<file path="src/sv/ifptc_pkg.sv">
// shared types and constants for the imu frame parser with tilt check
package ifptc_pkg;

  localparam logic [7:0] HDR_BYTE   = 8'h55;
  localparam logic [7:0] TYPE_ACC   = 8'h51;
  localparam logic [7:0] TYPE_GYRO  = 8'h52;
  localparam logic [7:0] TYPE_ANGLE = 8'h53;

  // position of the checksum byte, the last one of an 11-byte frame
  localparam logic [3:0] LAST_POS = 4'd10;

  // temperature: raw * 100 / 340 = raw * 5 / 17, the divide by 17 done by reciprocal
  localparam int unsigned TEMP_RECIP  = 246724;  // ceil(2^22 / 17)
  localparam int unsigned TEMP_SHIFT  = 22;
  localparam int unsigned TEMP_OFFSET = 3625;
  localparam int signed   TEMP_MIN    = -6012;
  localparam int signed   TEMP_MAX    = 13262;

  // register index, from paddr[2]
  localparam logic REG_LEFT  = 1'b0;
  localparam logic REG_RIGHT = 1'b1;

  typedef enum logic [1:0] {
    KIND_ACC   = 2'd0,
    KIND_GYRO  = 2'd1,
    KIND_ANGLE = 2'd2
  } kind_t;

  typedef enum logic [1:0] {
    TILT_OK    = 2'd0,
    TILT_LEFT  = 2'd1,
    TILT_RIGHT = 2'd2
  } tilt_t;

  typedef struct packed {
    kind_t              kind;
    logic signed [15:0] x;
    logic signed [15:0] y;
    logic signed [15:0] z;
    logic signed [15:0] temp_raw;
  } frame_t;

  typedef struct packed {
    logic [7:0] left_limit;
    logic [7:0] right_limit;
  } cfg_t;

endpackage

</file>
<file path="src/sv/ifptc_cfg_regs.sv">
// apb configuration registers holding the tilt limits
module ifptc_cfg_regs import ifptc_pkg::*; (
  input  logic        clk,
  input  logic        rst,
  input  logic        psel,
  input  logic        penable,
  input  logic        pwrite,
  input  logic [2:0]  paddr,
  input  logic [31:0] pwdata,
  output logic [31:0] prdata,
  output logic        pready,
  output cfg_t        cfg
);

  logic wr_en;

  assign pready = 1'b1;
  assign wr_en  = psel && penable && pwrite && pready;

  always_ff @(posedge clk) begin
    if (rst) begin
      cfg.left_limit  <= 8'd0;
      cfg.right_limit <= 8'd0;
    end else if (wr_en) begin
      unique case (paddr[2])
        REG_LEFT:  cfg.left_limit  <= pwdata[7:0];
        REG_RIGHT: cfg.right_limit <= pwdata[7:0];
        default: ;
      endcase
    end
  end

  always_comb begin
    unique case (paddr[2])
      REG_LEFT:  prdata = {24'd0, cfg.left_limit};
      REG_RIGHT: prdata = {24'd0, cfg.right_limit};
      default:   prdata = 32'd0;
    endcase
  end

  // paddr[1:0] only selects bytes within a word
  logic unused_addr;
  assign unused_addr = ^paddr[1:0];

endmodule

</file>
<file path="src/sv/ifptc_frame_asm.sv">
// byte assembler: collects 11-byte frames and registers each known frame
module ifptc_frame_asm import ifptc_pkg::*; (
  input  logic       clk,
  input  logic       rst,
  input  logic       in_valid,
  output logic       in_ready,
  input  logic [7:0] rx_byte,
  input  logic       frame_take,
  output logic       frame_valid,
  output frame_t     frame
);

  logic [3:0] byte_index;
  logic [3:0] byte_index_next;
  logic [7:0] frame_bytes [1:9];
  logic       accept;
  logic       last;
  logic       known;
  kind_t      kind;

  assign in_ready = !frame_valid || frame_take;
  assign accept   = in_valid && in_ready;
  assign last     = (byte_index == LAST_POS);

  always_comb begin
    if (byte_index == 4'd0 && rx_byte != HDR_BYTE) begin
      byte_index_next = 4'd0;
    end else if (last) begin
      byte_index_next = 4'd0;
    end else begin
      byte_index_next = byte_index + 4'd1;
    end
  end

  always_comb begin
    known = 1'b1;
    kind  = KIND_ACC;
    case (frame_bytes[1])
      TYPE_ACC:   kind = KIND_ACC;
      TYPE_GYRO:  kind = KIND_GYRO;
      TYPE_ANGLE: kind = KIND_ANGLE;
      default:    known = 1'b0;
    endcase
  end

  always_ff @(posedge clk) begin
    if (rst) begin
      byte_index <= 4'd0;
    end else if (accept) begin
      byte_index <= byte_index_next;
    end
  end

  // header and checksum bytes are not kept
  always_ff @(posedge clk) begin
    if (accept) begin
      for (int k = 1; k <= 9; k++) begin
        if (byte_index == 4'(k)) begin
          frame_bytes[k] <= rx_byte;
        end
      end
    end
  end

  always_ff @(posedge clk) begin
    if (rst) begin
      frame_valid <= 1'b0;
    end else if (accept && last && known) begin
      frame_valid <= 1'b1;
    end else if (frame_take) begin
      frame_valid <= 1'b0;
    end
  end

  always_ff @(posedge clk) begin
    if (accept && last && known) begin
      frame.kind     <= kind;
      frame.x        <= {frame_bytes[3], frame_bytes[2]};
      frame.y        <= {frame_bytes[5], frame_bytes[4]};
      frame.z        <= {frame_bytes[7], frame_bytes[6]};
      frame.temp_raw <= {frame_bytes[9], frame_bytes[8]};
    end
  end

endmodule

</file>
<file path="src/sv/ifptc_result_calc.sv">
// result stage: temperature scaling, tilt compare and the output register
module ifptc_result_calc import ifptc_pkg::*; (
  input  logic               clk,
  input  logic               rst,
  input  logic               frame_valid,
  input  frame_t             frame,
  input  cfg_t               cfg,
  output logic               frame_take,
  output logic               out_valid,
  input  logic               out_ready,
  output logic [1:0]         frame_kind,
  output logic signed [15:0] axis_x,
  output logic signed [15:0] axis_y,
  output logic signed [15:0] axis_z,
  output logic signed [14:0] temp_centi,
  output logic [1:0]         tilt_flag
);

  tilt_t              tilt_status;
  tilt_t              tilt_next;
  logic signed [16:0] raw_ext;
  logic [16:0]        mag;
  logic [17:0]        mag5;
  logic [35:0]        prod;
  logic [13:0]        quot;
  logic signed [14:0] temp_next;
  logic signed [24:0] scaled;
  logic signed [24:0] left_bound;
  logic signed [24:0] right_bound;

  assign frame_take = frame_valid && (!out_valid || out_ready);

  // truncation toward zero: divide the magnitude, then restore the sign
  always_comb begin
    raw_ext   = {frame.temp_raw[15], frame.temp_raw};
    mag       = frame.temp_raw[15] ? 17'(-raw_ext) : 17'(raw_ext);
    mag5      = 18'(mag) * 18'd5;
    prod      = 36'(mag5) * 36'(TEMP_RECIP);
    quot      = 14'(prod >> TEMP_SHIFT);
    temp_next = frame.temp_raw[15] ? 15'(TEMP_OFFSET) - 15'(quot)
                                   : 15'(TEMP_OFFSET) + 15'(quot);
  end

  // y * 180 against the limits scaled by 32768, exact
  always_comb begin
    scaled      = 25'($signed({{9{frame.y[15]}}, frame.y}) * 25'sd180);
    left_bound  = -$signed({2'b00, cfg.left_limit, 15'd0});
    right_bound = $signed({2'b00, cfg.right_limit, 15'd0});
    tilt_next   = tilt_status;
    if (frame.kind == KIND_ANGLE) begin
      if (scaled < left_bound) begin
        tilt_next = TILT_LEFT;
      end else if (scaled > right_bound) begin
        tilt_next = TILT_RIGHT;
      end else begin
        tilt_next = TILT_OK;
      end
    end
  end

  always_ff @(posedge clk) begin
    if (rst) begin
      out_valid   <= 1'b0;
      tilt_status <= TILT_OK;
    end else begin
      if (frame_take) begin
        out_valid   <= 1'b1;
        tilt_status <= tilt_next;
      end else if (out_ready) begin
        out_valid <= 1'b0;
      end
    end
  end

  always_ff @(posedge clk) begin
    if (frame_take) begin
      frame_kind <= frame.kind;
      axis_x     <= frame.x;
      axis_y     <= frame.y;
      axis_z     <= frame.z;
      temp_centi <= temp_next;
      tilt_flag  <= tilt_next;
    end
  end

endmodule

</file>
<file path="src/sv/imu_frame_parser_tilt_check_unit.sv">
// out_valid rises when the result register takes a frame completed by its checksum byte
// throughput: one byte per cycle unless stalled; frame and result regs decouple a stall
// the byte input stalls only while both the frame and result registers are full and out_ready is low
// the temperature path multiplies by 5 and by an 18x18 constant between two registers
// reset clears the byte position, the tilt state, both limits and the valid flags
// the frame buffer is not cleared; every byte is written before it is used
module imu_frame_parser_tilt_check_unit import ifptc_pkg::*; (
  input  logic               clk,
  input  logic               rst,
  input  logic               in_valid,
  output logic               in_ready,
  input  logic [7:0]         rx_byte,
  output logic               out_valid,
  input  logic               out_ready,
  output logic [1:0]         frame_kind,
  output logic signed [15:0] axis_x,
  output logic signed [15:0] axis_y,
  output logic signed [15:0] axis_z,
  output logic signed [14:0] temp_centi,
  output logic [1:0]         tilt_flag,
  input  logic               psel,
  input  logic               penable,
  input  logic               pwrite,
  input  logic [2:0]         paddr,
  input  logic [31:0]        pwdata,
  output logic [31:0]        prdata,
  output logic               pready
);

  cfg_t   cfg;
  frame_t frame;
  logic   frame_valid;
  logic   frame_take;

  ifptc_cfg_regs u_cfg (
    .clk     (clk),
    .rst     (rst),
    .psel    (psel),
    .penable (penable),
    .pwrite  (pwrite),
    .paddr   (paddr),
    .pwdata  (pwdata),
    .prdata  (prdata),
    .pready  (pready),
    .cfg     (cfg)
  );

  ifptc_frame_asm u_asm (
    .clk         (clk),
    .rst         (rst),
    .in_valid    (in_valid),
    .in_ready    (in_ready),
    .rx_byte     (rx_byte),
    .frame_take  (frame_take),
    .frame_valid (frame_valid),
    .frame       (frame)
  );

  ifptc_result_calc u_calc (
    .clk         (clk),
    .rst         (rst),
    .frame_valid (frame_valid),
    .frame       (frame),
    .cfg         (cfg),
    .frame_take  (frame_take),
    .out_valid   (out_valid),
    .out_ready   (out_ready),
    .frame_kind  (frame_kind),
    .axis_x      (axis_x),
    .axis_y      (axis_y),
    .axis_z      (axis_z),
    .temp_centi  (temp_centi),
    .tilt_flag   (tilt_flag)
  );

`ifndef SYNTH
  // input stalls only when the whole pipe is full and the output is held
  assert property (@(posedge clk) disable iff (rst)
    !in_ready |-> (frame_valid && out_valid && !out_ready))
    else $error("input stalled while the pipe can advance");

  assert property (@(posedge clk) disable iff (rst)
    out_valid |-> (temp_centi >= 15'(TEMP_MIN) && temp_centi <= 15'(TEMP_MAX)))
    else $error("temperature out of range");

  // an angle frame past the right limit must have a positive y angle
  assert property (@(posedge clk) disable iff (rst)
    (out_valid && frame_kind == KIND_ANGLE && tilt_flag == TILT_RIGHT) |-> (axis_y > 16'sd0))
    else $error("right tilt with non-positive y");

  assert property (@(posedge clk) disable iff (rst)
    (out_valid && frame_kind == KIND_ANGLE && tilt_flag == TILT_LEFT) |-> (axis_y < 16'sd0))
    else $error("left tilt with non-negative y");
`endif

endmodule
</file>
<file path="config.mk">
export PLATFORM = sky130hd
export DESIGN_NAME = imu_frame_parser_tilt_check_unit
export DESIGN_NICKNAME = d
export VERILOG_FILES = /design/src/sv/ifptc_pkg.sv /design/src/sv/ifptc_cfg_regs.sv /design/src/sv/ifptc_frame_asm.sv /design/src/sv/ifptc_result_calc.sv /design/src/sv/imu_frame_parser_tilt_check_unit.sv
export SDC_FILE = /design/constraint.sdc
export NUM_CORES = 1
export LEC_CHECK = 0
export BUFFER_PORTS_ARGS = -buffer_cell sky130_fd_sc_hd__buf_2
export CORE_MARGIN = 4
export CORE_UTILIZATION = 46
export DETAILED_ROUTE_END_ITERATION = 12
export REMOVE_ABC_BUFFERS = 1
export SETUP_SLACK_MARGIN = 0.05
export SYNTH_ARGS = -nofsm -noshare
export SYNTH_HDL_FRONTEND = slang
export SYNTH_SLANG_ARGS = --single-unit
export TNS_END_PERCENT = 100
</file>
<file path="constraint.sdc">
create_clock -name clk -period 16.1 [get_ports clk]
set_input_delay 1.61 -clock clk [delete_from_list [all_inputs] [get_ports clk]]
set_output_delay 1.61 -clock clk [all_outputs]
set_load 0.01 [all_outputs]
</file>
==> results.yml <==
clocking:
  post_cts_resize_count: 0
  postCtsHoldBufs: 0
  clock_path_buffers: 3
  clk_pin_slew_worst_paths_ps: 60
  cts_root_buf: "clkbuf_16"
  cts.sinks: 229
  numCtsBuffers: 25
  cts_tree: "built"
  ctsHtreeMaxLevel: 1
  post_cts_buffers: 0
  clkLatencyLatePin_ps: 550
run:
  max_cap_violations: 0
yosys:
  synth_area_um2: 16800
  synth_top_area_share_pct: 36.6
  postSynthAreaPerCell_um2: 11.2
  syn-instance-count: 1504
  synth_cell_types: 81
  synthArstFlopShare_pct: 0
  synth_seq_cells: 229
  synth_seq_area_share_pct: 39.5
  synthFlopType: "edfxtp_1"
  yosys.area.top_type: "edfxtp_1"
  synth_top_cells_by_count: "ha_1, edfxtp_1, inv_1, nand2_1, fa_1"
  ys_top_cells_by_area: "edfxtp_1, ha_1, fa_1"
  synth_most_common_cell: "ha_1"
  synth-edff-count: 205
  yosysWarnings: 0
min_path:
  min_path_cells: 0
  hp-class: "reg2reg"
floorplan:
  fp.dieH_um: 199
  ios: 152
  die_area_um2: 39600
  start_util_pct: 46.9
  core_um2: 35800
  num_rows: 69
  die_x_um: 199
drt:
  wl_per_cell_um: 16.1
  via_count: 11000
  wl_mm: 33.7
  drc: 0
  routed_via_density: 5.23
  ant_nets: 0
  drtPass1Iterations: 5
  drt_iter0_markers: 553
sta:
  worst_slack_ps: 5590
  fin_tns_setup_ps: 0
  max-slew-margin-rel_pct: 24.5
  rsz0062_at_grt: "no"
  setup_viol: 0
  fin_crit_sh_pct: 65.3
  finalHoldViolations: 0
  min_period_ps: 10510
  clock-skew-final_ps: 35.0
  tightest_slew_ps: 1120
  finalMaxSlewViolations: 0
  fmax_mhz: 95.1
critical_path:
  worst_setup_path_end_kind: "register"
  crit_arrival_ps: 10800
  critical_path_peak_fanout: 35
  required_ps: 16390
  crit_slowest_cell: "clkinv_1"
  critPathKind: "reg2reg"
  rr_worst_depth: 36
  max_stage_delay_ps: 610
  cp_common_cell: "ha_1"
  startpoint_type: "register"
place:
  dp_hpwl_mm: 25.8
  preCtsSetupSlack_ps: 5540
  place_area_um2: 17800
  port_buffers: 100
  gp_congestion: 0.820
  dpl.cell_count: 2050
final_layout:
  stdcell_count: 2095
  layout.nets: 1985
  fin_area_um2: 18600
  n_antenna_cell: 0
  area_growth_pct: 10.9
  regArea_um2: 6640
  multi_input_area_um2: 9210
  drive_gt1_share_pct: 11.4
  n_fill_cell: 3169
  fin_util_pct: 52.0
power:
  internal_power_mw: 1.06
  combPwrFrac_pct: 11.1
  cellPowerDensity_nw_per_um2: 74.9
  sw_frac_of_total_pct: 23.8
  switchingPower_uw: 332
  seqPwrFrac_pct: 46.5
  ir_worst_vdd_mv: 0.0951
  pwr-share-clk_pct: 42.4
  leakage_nw: 8.27
global_route:
  grt_max_degree: 69
  grt_pass1_vias: 10800
  antenna_found_initial: 0
  grt_first_pass_wirelength_mm: 54.9
  grt_overflow: 0
  grt_usage_pct: 17.1
run_status:
  status: "finished clean"
cells by family after synthesis:
family	synth area share, %
AOI/OAI and AO/OA	10.4
xor gates and xnor gates	6.27
adders and majority gates	27.6
buffers and inverters	6.24
DFF	39.5
muxes	0.760
other	0.0447
and+or+nand+nor	9.20
layer usage:
layer  share of wire (%)  up-vias  track usage, %
li1                    -     5482               -
met3                 4.0       32            2.83
met4                 1.4        0            3.32
met2                  48      158            28.7
met1                  46     5279            23.8
met5                   0        -               0
power by group through the flow:
| stage | combinational (mW) | clock, mW | sequential [mW] |
|---|---|---|---|
| after global routing | 0.173 | 0.635 | 0.648 |
| after floorplan | 0.114 | 0 | 0.660 |
| after global placement | 0.153 | 0 | 0.661 |
| after detailed placement | 0.153 | 0 | 0.661 |
| after CTS | 0.155 | 0.611 | 0.648 |
| final | 0.154 | 0.592 | 0.648 |
cell usage in the layout, fill, tap and decap left out, types with 12 or more instances in the layout:
cell type	count
inv_1	200
o21a_1	12
a211oi_1	14
edfxtp_1	205
buf_2	100
nand3_1	15
and3_1	15
xor2_1	54
a21o_1	40
ha_1	236
or3_1	13
conb_1	26
o21ai_0	42
dfxtp_1	24
nor2_1	64
xnor2_1	60
fa_1	83
nor3_1	18
clkbuf_16	25
a21oi_1	76
nand2_1	105
cell type report:
| cell class | count | share of cell area (%) |
|---|---|---|
| Multi-Input combinational cell | 1045 | 49.4 |
| Clock buffer | 33 | 3.74 |
| Inverter | 204 | 4.11 |
| Tap cell | 461 | 3.10 |
| Timing Repair Buffer | 111 | 3.13 |
| Sequential cell | 229 | 35.6 |
| Clock inverter | 12 | 0.867 |
state kept, by name (all words and copies together) (netlist names), 4 cells and up:
| signal | flops |
|---|---|
| u_asm.byte_index | 4 |
| u_asm.frame | 66 |
| u_asm.frame_bytes | 72 |
| u_calc.axis_x | 16 |
| u_calc.axis_y | 16 |
| u_calc.axis_z | 16 |
| u_calc.temp_centi | 15 |
| u_cfg.cfg | 16 |
worst max-delay path: cells and delay by family, from the launching register on:
family                     cells  cell delay [ps]
AOI/OAI and AO/OA              9             2320
buffers and inverters          4             1200
adders and majority gates     10             3640
DFF                            1              320
and+or+nand+nor                8             1580
xor gates and xnor gates       5             1200
metrics by stage:
stage	power [mW]	hold WS [ps]
2_1_floorplan	0.774	400
3_3_place_gp	0.814	400
3_5_place_dp	0.814	405
4_1_cts	1.41	389
5_1_grt	1.46	399
6_report	1.39	394
worst paths after layout:
check,from,to,slack [ps]
worst max-delay path,u_asm.frame[15]$_DFFE_PP_,u_calc.temp_centi[11]$_DFFE_PP_,5590
worst min-delay path,u_asm.frame_bytes[9][4]$_DFFE_PP_,u_asm.frame[12]$_DFFE_PP_,390
worst max register to register,u_asm.frame[15]$_DFFE_PP_,u_calc.temp_centi[11]$_DFFE_PP_,5590
worst min register to register,u_asm.frame_bytes[9][4]$_DFFE_PP_,u_asm.frame[12]$_DFFE_PP_,390
No activity file was read; power rests on OpenSTA's default activity.
